**config.mk**
```make
export PLATFORM = sky130hd
export DESIGN_NAME = ejf_cfg
export DESIGN_NICKNAME = d
export VERILOG_FILES = /design/src/rtl/ejf_pkg.sv /design/src/rtl/ejf_cfg.sv
export SDC_FILE = /design/constraint.sdc
export NUM_CORES = 1
export LEC_CHECK = 0
export BUFFER_PORTS_ARGS = -buffer_cell sky130_fd_sc_hd__buf_2
export CORE_ASPECT_RATIO = 1.2
export CORE_MARGIN = 2
export CORE_UTILIZATION = 47
export DETAILED_ROUTE_END_ITERATION = 7
export PLACE_DENSITY_LB_ADDON = 0.05
export SLEW_MARGIN = 20
export SYNTH_ARGS = -nofsm -noshare
export SYNTH_HDL_FRONTEND = slang
export SYNTH_SLANG_ARGS = --single-unit
```
**constraint.sdc**
```tcl
create_clock -name clk_i -period 1.6 [get_ports clk_i]
set_clock_uncertainty 0.15 [all_clocks]
set_input_delay 0.32 -clock clk_i [delete_from_list [all_inputs] [get_ports clk_i]]
set_output_delay 0.32 -clock clk_i [all_outputs]
set_load 0.005 [all_outputs]
```
**src/rtl/ejf_pkg.sv**
```systemverilog
package ejf_pkg;

  localparam logic [16:0] ONE_Q16    = 17'd65536;
  localparam logic [17:0] PI_Q16     = 18'd205887;
  localparam logic [16:0] SQRTPI_Q16 = 17'd116160;
  localparam logic [16:0] SQRT2_Q16  = 17'd92682;
  localparam logic [47:0] CAP47_C    = 48'h8000_0000_0000;
  localparam logic [47:0] LIM48_C    = 48'hFFFF_FFFF_FFFF;
  localparam logic [31:0] MAX31_C    = 32'h7FFF_FFFF;

  typedef struct packed {
    logic [21:0]        surface_temp;
    logic [31:0]        sat_pressure;
    logic signed [31:0] prev_flux;
    logic               relax_on;
    logic               last_cell;
  } in_t;

  typedef struct packed {
    logic signed [31:0] mass_flux;
    logic signed [31:0] recoil_pressure;
    logic [31:0]        max_change;
    logic               sweep_end;
  } out_t;

  typedef enum logic [2:0] {
    CFG_VAPOUR_TEMP       = 3'd0,
    CFG_HOT_TEMP          = 3'd1,
    CFG_VAPOUR_GAMMA      = 3'd2,
    CFG_AMBIENT_GAMMA     = 3'd3,
    CFG_VAPOUR_GAS_CONST  = 3'd4,
    CFG_AMBIENT_GAS_CONST = 3'd5,
    CFG_AMBIENT_TEMP      = 3'd6,
    CFG_RELAX_FACTOR      = 3'd7
  } cfg_idx_e;

  // effective values: zero ambient gamma, gas constants and ambient temp forced to one LSB, weight clamped to one
  typedef struct packed {
    logic [21:0] vapour_temp;
    logic [21:0] hot_temp;
    logic [17:0] vapour_gamma;
    logic [17:0] ambient_gamma;
    logic [23:0] vapour_gas_const;
    logic [23:0] ambient_gas_const;
    logic [21:0] ambient_temp;
    logic [16:0] relax_factor;
  } cfg_t;

  typedef enum logic [1:0] {ALU_MUL, ALU_DIV, ALU_SQRT} alu_op_e;
  typedef enum logic [1:0] {SH_0, SH_8, SH_16, SH_32} alu_sh_e;
  typedef enum logic [1:0] {CAP_NONE, CAP_47, CAP_48, CAP_31} alu_cap_e;

  typedef struct packed {
    logic        start;
    alu_op_e     op;
    alu_sh_e     sh;
    alu_cap_e    cap;
    logic [63:0] opa;
    logic [47:0] opb;
  } alu_req_t;

  typedef struct packed {
    logic        done;
    logic [63:0] res;
  } alu_rsp_t;

  typedef enum logic [5:0] {
    ST_IDLE, ST_F, ST_SG, ST_M, ST_C1N, ST_C1, ST_CC, ST_PC, ST_SQ, ST_SC,
    ST_RVT, ST_RT, ST_R1, ST_R, ST_A, ST_AS, ST_CD, ST_BC, ST_BB, ST_SQ2,
    ST_GC, ST_GT, ST_MP, ST_W, ST_WP, ST_X, ST_E, ST_FL, ST_RA, ST_RB,
    ST_MM, ST_GP, ST_RC, ST_OUT
  } seq_state_e;

endpackage

```
**src/rtl/ejf_cfg.sv**
```systemverilog
module ejf_cfg (
  input  logic             clk_i,
  input  logic             rst_ni,
  input  logic             cfg_we_i,
  input  logic [2:0]       cfg_addr_i,
  input  logic [23:0]      cfg_wdata_i,
  output ejf_pkg::cfg_t    cfg_o
);

  logic [21:0] vt_q, ht_q, t0_q;
  logic [17:0] gv_q, g0_q;
  logic [23:0] rv_q, r0_q;
  logic [16:0] rf_q;

  always_ff @(posedge clk_i or negedge rst_ni) begin
    if (!rst_ni) begin
      vt_q <= 22'd0;
      ht_q <= 22'd256;
      gv_q <= 18'd109227;
      g0_q <= 18'd91750;
      rv_q <= 24'd256;
      r0_q <= 24'd256;
      t0_q <= 22'd76800;
      rf_q <= 17'd65536;
    end else if (cfg_we_i) begin
      case (ejf_pkg::cfg_idx_e'(cfg_addr_i))
        ejf_pkg::CFG_VAPOUR_TEMP:       vt_q <= cfg_wdata_i[21:0];
        ejf_pkg::CFG_HOT_TEMP:          ht_q <= cfg_wdata_i[21:0];
        ejf_pkg::CFG_VAPOUR_GAMMA:      gv_q <= cfg_wdata_i[17:0];
        ejf_pkg::CFG_AMBIENT_GAMMA:     g0_q <= cfg_wdata_i[17:0];
        ejf_pkg::CFG_VAPOUR_GAS_CONST:  rv_q <= cfg_wdata_i;
        ejf_pkg::CFG_AMBIENT_GAS_CONST: r0_q <= cfg_wdata_i;
        ejf_pkg::CFG_AMBIENT_TEMP:      t0_q <= cfg_wdata_i[21:0];
        ejf_pkg::CFG_RELAX_FACTOR:      rf_q <= cfg_wdata_i[16:0];
        default: ;
      endcase
    end
  end

  always_comb begin
    cfg_o.vapour_temp       = vt_q;
    cfg_o.hot_temp          = ht_q;
    cfg_o.vapour_gamma      = gv_q;
    cfg_o.ambient_gamma     = (g0_q == 18'd0) ? 18'd1 : g0_q;
    cfg_o.vapour_gas_const  = (rv_q == 24'd0) ? 24'd1 : rv_q;
    cfg_o.ambient_gas_const = (r0_q == 24'd0) ? 24'd1 : r0_q;
    cfg_o.ambient_temp      = (t0_q == 22'd0) ? 22'd1 : t0_q;
    cfg_o.relax_factor      = (rf_q > ejf_pkg::ONE_Q16) ? ejf_pkg::ONE_Q16 : rf_q;
  end

endmodule

```
==> results of run 1 <==
==> stage by stage <==
step / TNS (ps) / cells
4_1_cts: -10170 / 927
6_report: -9400 / 929
3_5_place_dp: -9860 / 889
5_1_grt: -11520 / 929
2_1_floorplan: -56.8 / 501
3_3_place_gp: -7890 / 889
==> cells in the final DEF (no fill, tap or decap), types with 12 or more instances in the layout <==
master	n
nor4_1	12
nor2b_1	13
dfrtp_1	140
buf_6	29
clkbuf_16	17
mux2_2	165
dfstp_2	27
buf_4	76
buf_2	181
==> cell type report <==
type	instances	area, sq um	share of cell area [%]
Inverter	3	11.3	0.117
Multi-Input combinational cell	229	2490	25.9
Timing Repair Buffer	299	2030	21.1
Sequential cell	167	4210	43.8
Clock inverter	9	175	1.82
Tap cell	200	250	2.60
Clock buffer	22	444	4.62
==> power by group through the flow <==
stage	clock (mW)	sequential (mW)	combinational (mW)
floorplan	0	5.84	1.47
global placement	0	5.83	3.23
detailed placement	0	5.88	3.29
CTS	4.42	5.86	3.51
global route	4.58	6.00	3.87
finish	4.33	5.89	3.54
==> metal layers <==
layer,vias up,global-route usage (%),wire [microns]
met3,22,6.16,1040
met5,-,0,0
met1,2374,26.8,7030
li1,2131,-,-
met2,131,38.5,8880
met4,0,8.03,342
==> sequential cells by signal, summed over array words and instances, names as in the netlist <==
register and cells:
g0_q 18, gv_q 18, ht_q 22, r0_q 24
rf_q 17, rv_q 24, t0_q 22, vt_q 22
==> worst min-delay path by stage <==
stage	end	start	cells after the start	slack, ps
after floorplan	g0_q[0]$_DFFE_PN0P_	rst_ni	0	-130
after global placement	gv_q[10]$_DFFE_PN0P_	rst_ni	2	170
after detailed placement	gv_q[10]$_DFFE_PN0P_	rst_ni	2	170
after CTS	ht_q[20]$_DFFE_PN0P_	cfg_wdata_i[20]	2	30
after global routing	rv_q[20]$_DFFE_PN0P_	cfg_wdata_i[20]	2	50
final	rv_q[20]$_DFFE_PN0P_	cfg_wdata_i[20]	2	50
==> kinds of logic (layout without fill, tap and decap cells) <==
group,count (synthesis),in the layout
mux,167,167
flops,167,167
buf+inv,105,333
simple gates,57,57
compound gates,5,5
==> worst max-delay path, cell delays in order (launching register included) <==
cell and delay, ps:
dfrtp_1 390, nor4_2 280, buf_4 160, a41oi_4 120, buf_4 170, nor2b_2 110, buf_2 120
==> what timing repair did <==
item,4_1_cts,5_1_grt
setup buffers,5,5
pin swaps,8,3
hold buffers,3,0
gates resized for setup,35,17
hold endpoints to repair,156,0
setup endpoints to repair,31,34
==> impl_metrics.json, run 1 <==
{
  "p_leak_nw": 4.53,
  "hold_viol": 0,
  "ys_seq_elements": 167,
  "critical_path_arrival_ps": 1770,
  "die-height_microns": 138,
  "drv_slew": 0,
  "p_switching_mw": 3.53,
  "numCtsBuffers": 17,
  "crit_fanout": 2,
  "cts_max_level": 4,
  "coreArea_sq_um": 14500,
  "synth_edf_count": 0,
  "crit_type": "flop to output port",
  "start_util_pct": 48.5,
  "synth-compound-area-share_pct": 0.588,
  "violations": "setup timing",
  "whs_ps": 51.3,
  "cts_tree": "built",
  "die_area_sq_um": 15900,
  "synthAdderAreaFrac_pct": 0,
  "post-route-worst-setup-slack_ps": -642,
  "synth_xor_area_share_pct": 0,
  "reg2reg_to": "t0_q[10]$_DFFE_PN1P_",
  "placed_area_sq_um": 8650,
  "synth_area_per_cell_sq_um": 14.0,
  "overflow": 0,
  "nNetsFinal": 747,
  "io-pin-count": 197,
  "dieWidth_microns": 116,
  "slew-limit-headroom_pct": 74.7,
  "clk_pin_slew_worst_paths_ps": 60,
  "diodes": 0,
  "rows": 48,
  "ir_drop_v": 0.000649,
  "wire_per_inst_microns": 18.6,
  "synthCells": 501,
  "finish.instance_area_sq_um": 9620,
  "io_buffers": 196,
  "synth_top_area_cell": "dfrtp_1",
  "synth-simple-area-share_pct": 6.02,
  "synthTopCellsByCount": "mux2_2, dfrtp_1, clkbuf_1",
  "p_int_mw": 10.2,
  "r2r-start": "t0_q[10]$_DFFE_PN1P_",
  "area_delta_synth_final_pct": 37.0,
  "num_vias": 4658,
  "setup_viol_count_final": 30,
  "track_usage_pct": 22.3,
  "crit_start": "rf_q[0]$_DFFE_PN0P_",
  "cts_buffer_depth": 2,
  "period_minus_slack_ps": 2240,
  "clock_power_share_pct": 31.5,
  "synth_top_family_by_area": "multiplexers",
  "hp-class": "primary input to flop",
  "syn_area_sq_um": 7020,
  "syn-num-nets": 531,
  "clock_latency_ps": 420,
  "power_mw": 13.8,
  "grt_pass1_wl_microns": 26500,
  "powerDensity_nw_per_um2": 1430,
  "swShare_pct": 25.7,
  "max-cap-violations": 0,
  "status": "finished, violations left",
  "drive_above_1_share_pct": 73.9,
  "regToRegSetupSlack_ps": 410,
  "detailed_place_hpwl_microns": 12600,
  "muxShareOfSynthArea_pct": 26.8,
  "synth.most_common_cell": "mux2_2",
  "avgViaCountPerCell": 5.01,
  "drtIter0Drc": 146,
  "dpl_worst_slack_ps": -270,
  "tightest_slew_ps": 380,
  "end_kind": "output port",
  "max_freq_mhz": 446,
  "synth-async-reset-ratio_pct": 100,
  "synth.area.top_cells": "dfrtp_1, mux2_2, dfstp_2",
  "first_global_vias": 4884,
  "drc": 0,
  "p_comb_share_pct": 25.7,
  "grt_max_degree": 68,
  "cp-start-kind": "flop",
  "synthFlopType": "dfrtp_1",
  "rsz0062_at_grt": "true",
  "synth_top_area_share_pct": 49.9,
  "synth.yosys.seq_area_share_pct": 60.0,
  "antenna_found_initial": 0,
  "required_ps": 1130,
  "totalWireLength_microns": 17300,
  "power_frac_seq_pct": 42.8,
  "reg2reg_depth": 4,
  "n_fill_cell": 1133,
  "ys.warnings.count": 0,
  "cts-root-buf": "clkbuf_16",
  "drtAntennaViolNets": 0,
  "finalCritPeriodShare_pct": 140,
  "first_pass_iters": 4,
  "synth.distinct_cells": 27,
  "routabilityCongestion": 0.793,
  "postLayoutCoreUtil_pct": 66.4,
  "crit_path_end": "cfg_o[8]",
  "cts.sinks": 167
}
(Power assumes the default switching activity.)
==> inputs of run 2 (changes only) <==
--- a/config.mk
+++ b/config.mk
@@ -10,7 +10,7 @@
 export CORE_MARGIN = 2
 export CORE_UTILIZATION = 47
 export DETAILED_ROUTE_END_ITERATION = 7
-export PLACE_DENSITY_LB_ADDON = 0.05
+export PLACE_DENSITY = 0.76
 export SLEW_MARGIN = 20
 export SYNTH_ARGS = -nofsm -noshare
 export SYNTH_HDL_FRONTEND = slang
==> impl_metrics.json, run 2 (synthesized netlist as in run 1, its figures left out) <==
{
  "status": "finished, violations left",
  "violations": "setup timing",
  "critical_path_arrival_ps": 1800,
  "grt_pass1_wl_microns": 27800,
  "hold_start": "cfg_wdata_i[19]",
  "max-cap-violations": 0,
  "rows": 48,
  "diodes": 0,
  "reg2reg_depth": 3,
  "area_delta_synth_final_pct": 37.3,
  "cts_buffer_depth": 2,
  "crit_fanout": 10,
  "detailed_place_hpwl_microns": 12900,
  "first_pass_iters": 4,
  "post-route-worst-setup-slack_ps": -666,
  "first_global_vias": 5046,
  "end_kind": "output port",
  "die_area_sq_um": 15900,
  "io-pin-count": 197,
  "io_buffers": 196,
  "start_util_pct": 48.5,
  "drtAntennaViolNets": 0,
  "drtIter0Drc": 193,
  "crit_start": "rf_q[10]$_DFFE_PN0P_",
  "nNetsFinal": 741,
  "finalSetupTns_ps": -9720,
  "powerDensity_nw_per_um2": 1410,
  "clock_latency_ps": 410,
  "tightest_slew_ps": 369,
  "cts.sinks": 167,
  "cts_tree": "built",
  "totalWireLength_microns": 18200,
  "worstHoldPathCells": 2,
  "cp-start-kind": "flop",
  "hold_end": "r0_q[19]$_DFFE_PN0P_",
  "hp-class": "primary input to flop",
  "slew-limit-headroom_pct": 75.4,
  "setup_viol_count_final": 30,
  "wire_per_inst_microns": 19.7,
  "numCtsBuffers": 17,
  "final_common_cell": "buf_2",
  "grt_max_degree": 48,
  "n_fill_cell": 1035,
  "avgViaCountPerCell": 5.13,
  "cts-root-buf": "clkbuf_16",
  "reg2reg_to": "rv_q[16]$_DFFE_PN0P_",
  "max_freq_mhz": 441,
  "period_minus_slack_ps": 2270,
  "reg.largest.list": "r0_q: 24 flops, rv_q: 24 flops",
  "overflow": 0,
  "num_vias": 4743,
  "drive_above_1_share_pct": 75.0,
  "track_usage_pct": 23.5,
  "ir_drop_v": 0.000806,
  "cp_slowest_cell": "dfrtp_1",
  "rsz0062_at_grt": "true",
  "dp.cells": 888,
  "slowest_delay_ps": 430,
  "die-height_microns": 138,
  "dieWidth_microns": 116,
  "crit_type": "flop to output port",
  "antenna_found_initial": 0,
  "final_cell_mix": "buf_2, mux2_2, dfrtp_1",
  "drv_slew": 0,
  "drc": 0,
  "coreArea_sq_um": 14500,
  "worstPathCellList": "nor4_4 -> a41oi_2 -> buf_6 -> nor2b_1 -> buf_2",
  "finalCritPeriodShare_pct": 142,
  "p_leak_nw": 4.52,
  "layout.cells.non_filler": 924,
  "hold_viol": 0,
  "routabilityCongestion": 0.783,
  "r2r-start": "rv_q[16]$_DFFE_PN0P_",
  "clk_pin_slew_worst_paths_ps": 60,
  "required_ps": 1130,
  "cts_max_level": 4,
  "regToRegSetupSlack_ps": 460
}
[run 2: what timing repair did]
item                                    in CTS  in global routing
hold buffers                                 3                  0
buffers inserted                             2                  4
pin swaps                                    8                  4
endpoints found under the setup margin      30                 39
gates resized for setup                     39                 29
endpoints found under the hold margin      147                  0
[run 2: layout make-up]
| type | instances | area [sq um] | area share [%] |
|---|---|---|---|
| Sequential cell | 167 | 4210 | 43.7 |
| Multi-Input combinational cell | 229 | 2530 | 26.3 |
| Timing Repair Buffer | 293 | 2040 | 21.2 |
| Clock buffer | 22 | 474 | 4.92 |
| Tap cell | 200 | 250 | 2.60 |
| Clock inverter | 10 | 118 | 1.22 |
| Inverter | 3 | 11.3 | 0.117 |
[run 2: how the worst max path moves through the flow]
stage / endpoint / slack, ps
3_5_place_dp: cfg_o[63] / -330
2_1_floorplan: cfg_o[17] / -60
6_report: cfg_o[15] / -670
5_1_grt: cfg_o[3] / -730
4_1_cts: cfg_o[2] / -700
3_3_place_gp: cfg_o[63] / -320
[run 2: per-stage QoR]
step                      utilization [%]  total power [mW]  worst slack (ps)  area, sq um  hold slack [ps]
after floorplan                         -              7.30             -56.8         7030             -126
after global placement               59.8              9.01              -320         8660             61.9
after detailed placement             59.8              9.19              -326         8660             70.9
after CTS                            65.6              13.6              -696         9500             22.0
after global routing                 66.6              14.3              -729         9640             38.0
final                                66.6              13.6              -666         9640             46.5
[run 2: metal layers]
metal | wire length [microns] | part of all wire (%) | GRT usage [%] | vias to the layer above
li1 | - | - | - | 2116
met1 | 7380 | 41 | 28.1 | 2444
met2 | 9570 | 53 | 41.5 | 159
met3 | 882 | 4.9 | 5.29 | 24
met4 | 342 | 1.9 | 8.77 | 0
met5 | 0 | 0 | 0 | -
[run 2: power breakdown]
part           switching, mW  internal (mW)  total [mW]
Clock                   1.62           2.43        4.06
Sequential             0.685           5.27        5.96
Combinational           1.38           2.22        3.59
Total                   3.69           9.92        13.6
[run 2: critical path, delay by kind of cell, from the launching register on]
family	cells	cell delay, ps
flops	1	430
compound gates	1	170
buf+inv	2	310
simple gates	2	460
==> inputs of run 3 (changes only) <==
--- a/config.mk
+++ b/config.mk
@@ -8,9 +8,9 @@
 export BUFFER_PORTS_ARGS = -buffer_cell sky130_fd_sc_hd__buf_2
 export CORE_ASPECT_RATIO = 1.2
 export CORE_MARGIN = 2
-export CORE_UTILIZATION = 47
+export CORE_UTILIZATION = 52
 export DETAILED_ROUTE_END_ITERATION = 7
-export PLACE_DENSITY = 0.76
+export PLACE_DENSITY = 0.8
 export SLEW_MARGIN = 20
 export SYNTH_ARGS = -nofsm -noshare
 export SYNTH_HDL_FRONTEND = slang
==> constraint.sdc (replaced) <==
create_clock -name clk_i -period 2.28 [get_ports clk_i]
set_clock_uncertainty 0.15 [all_clocks]
set_input_delay 0.456 -clock clk_i [delete_from_list [all_inputs] [get_ports clk_i]]
set_output_delay 0.456 -clock clk_i [all_outputs]
set_load 0.005 [all_outputs]
==> impl_metrics.json, run 3 (synthesized netlist as in run 1, its figures left out) <==
{
  "drc": 0,
  "hold_viol": 0,
  "cts_max_level": 4,
  "r2r-start": "rv_q[5]$_DFFE_PN0P_",
  "clk_pin_slew_worst_paths_ps": 60,
  "antenna_found_initial": 0,
  "max_freq_mhz": 410,
  "post-route-worst-setup-slack_ps": -160,
  "p_int_mw": 6.72,
  "final_common_cell": "buf_2",
  "required_ps": 1670,
  "hold_start": "cfg_wdata_i[22]",
  "die_area_sq_um": 14400,
  "track_usage_pct": 24.7,
  "first_pass_iters": 4,
  "hp-class": "primary input to flop",
  "reg2reg_depth": 2,
  "cts.sinks": 167,
  "area_delta_synth_final_pct": 26.2,
  "io_buffers": 196,
  "powerDensity_nw_per_um2": 1040,
  "period_minus_slack_ps": 2440,
  "drtIter0Drc": 132,
  "multiInputGateArea_sq_um": 2560,
  "nNetsFinal": 666,
  "power_mw": 9.20,
  "n_fill_cell": 956,
  "p_comb_share_pct": 20.9,
  "totalWireLength_microns": 17200,
  "slew-limit-headroom_pct": 73.5,
  "setup_viol_count_final": 12,
  "reg2reg_to": "rv_q[5]$_DFFE_PN0P_",
  "p_switching_mw": 2.49,
  "clock_power_share_pct": 33.2,
  "dpl_worst_slack_ps": 130,
  "tightest_slew_ps": 396,
  "grt_pass1_wl_microns": 26400,
  "avgViaCountPerCell": 5.43,
  "drive_above_1_share_pct": 72.7,
  "crit_path_end": "cfg_o[15]",
  "cts_buffer_depth": 2,
  "die-height_microns": 131,
  "io-pin-count": 197,
  "cp-start-kind": "flop",
  "wire_per_inst_microns": 21.1,
  "crit_start": "rf_q[10]$_DFFE_PN0P_",
  "start_util_pct": 53.3,
  "dieWidth_microns": 110,
  "overflow": 0,
  "end_kind": "output port",
  "reg.largest.list": "r0_q: 24 flops, rv_q: 24 flops",
  "crit_type": "flop to output port",
  "routabilityCongestion": 0.803,
  "rows": 46,
  "postLayoutCoreUtil_pct": 67.2,
  "coreArea_sq_um": 13200,
  "dp.cells": 780,
  "violations": "setup timing",
  "num_vias": 4435,
  "drv_slew": 0,
  "power_frac_seq_pct": 45.9,
  "rsz0062_at_grt": "true",
  "diodes": 0,
  "first_global_vias": 4615,
  "finalSetupTns_ps": -1280,
  "status": "finished, violations left",
  "crit_fanout": 5,
  "p_leak_nw": 4.10,
  "cts_tree": "built",
  "clock_latency_ps": 410,
  "critical_path_arrival_ps": 1830,
  "numCtsBuffers": 17,
  "max-cap-violations": 0,
  "swShare_pct": 27.0,
  "finalCritPeriodShare_pct": 107,
  "detailed_place_hpwl_microns": 12000,
  "regToRegSetupSlack_ps": 1220,
  "drtAntennaViolNets": 0,
  "grt_max_degree": 48,
  "layout.cells.non_filler": 817,
  "final_cell_mix": "buf_2, mux2_2, dfrtp_1",
  "cts-root-buf": "clkbuf_16",
  "seqCellArea_sq_um": 4210,
  "ir_drop_v": 0.000526
}
## run 3: layer usage
metal,vias to the layer above,track usage [%],wire (microns)
met1,2306,31.2,7020
met4,0,8.79,453
li1,1964,-,-
met2,133,42.1,9050
met3,32,4.22,710
met5,-,0,0
## run 3: critical path: stages (launching register included)
cell     delay [ps]
dfrtp_1         420
nor4_2          320
a41oi_2         200
buf_6           190
nor2b_1         150
buf_2           140
## run 3: timing repair
action,4_1_cts,5_1_grt
hold buffers,1,0
cloned,1,0
endpoints found under the hold margin,24,0
resized for setup,20,21
pin swaps,4,9
endpoints found under the setup margin,14,14
setup buffers,1,2
## run 3: worst min path at each step
stage	cells after the start	to	slack, ps
after floorplan	0	g0_q[0]$_DFFE_PN0P_	10
after global placement	1	gv_q[6]$_DFFE_PN0P_	230
after detailed placement	1	gv_q[6]$_DFFE_PN0P_	240
after CTS	2	rv_q[22]$_DFFE_PN0P_	130
after global routing	2	r0_q[23]$_DFFE_PN0P_	130
final	2	rv_q[22]$_DFFE_PN0P_	140
## run 3: power by group through the flow
stage	logic [mW]	clock network [mW]	registers [mW]
finish	1.92	3.06	4.22
global route	2.09	3.23	4.31
CTS	1.88	3.09	4.17
detailed placement	1.82	0	4.18
global placement	1.78	0	4.13
floorplan	1.02	0	4.09
## run 3: through the flow
stage / hold WS, ps / instance area (sq um)
after detailed placement: 237 / 7970
final: 142 / 8860
after floorplan: 10.4 / 7020
after global placement: 230 / 7970
after global routing: 134 / 8860
after CTS: 128 / 8720
## run 3: cell type report
class / instances / area share (%)
multi-input cells: 229 / 28.9
inverters: 3 / 0.127
repair buffers: 218 / 13.8
well taps: 168 / 2.37
clock inverters: 11 / 1.96
clock buffers: 21 / 5.20
flip-flops and latches: 167 / 47.6
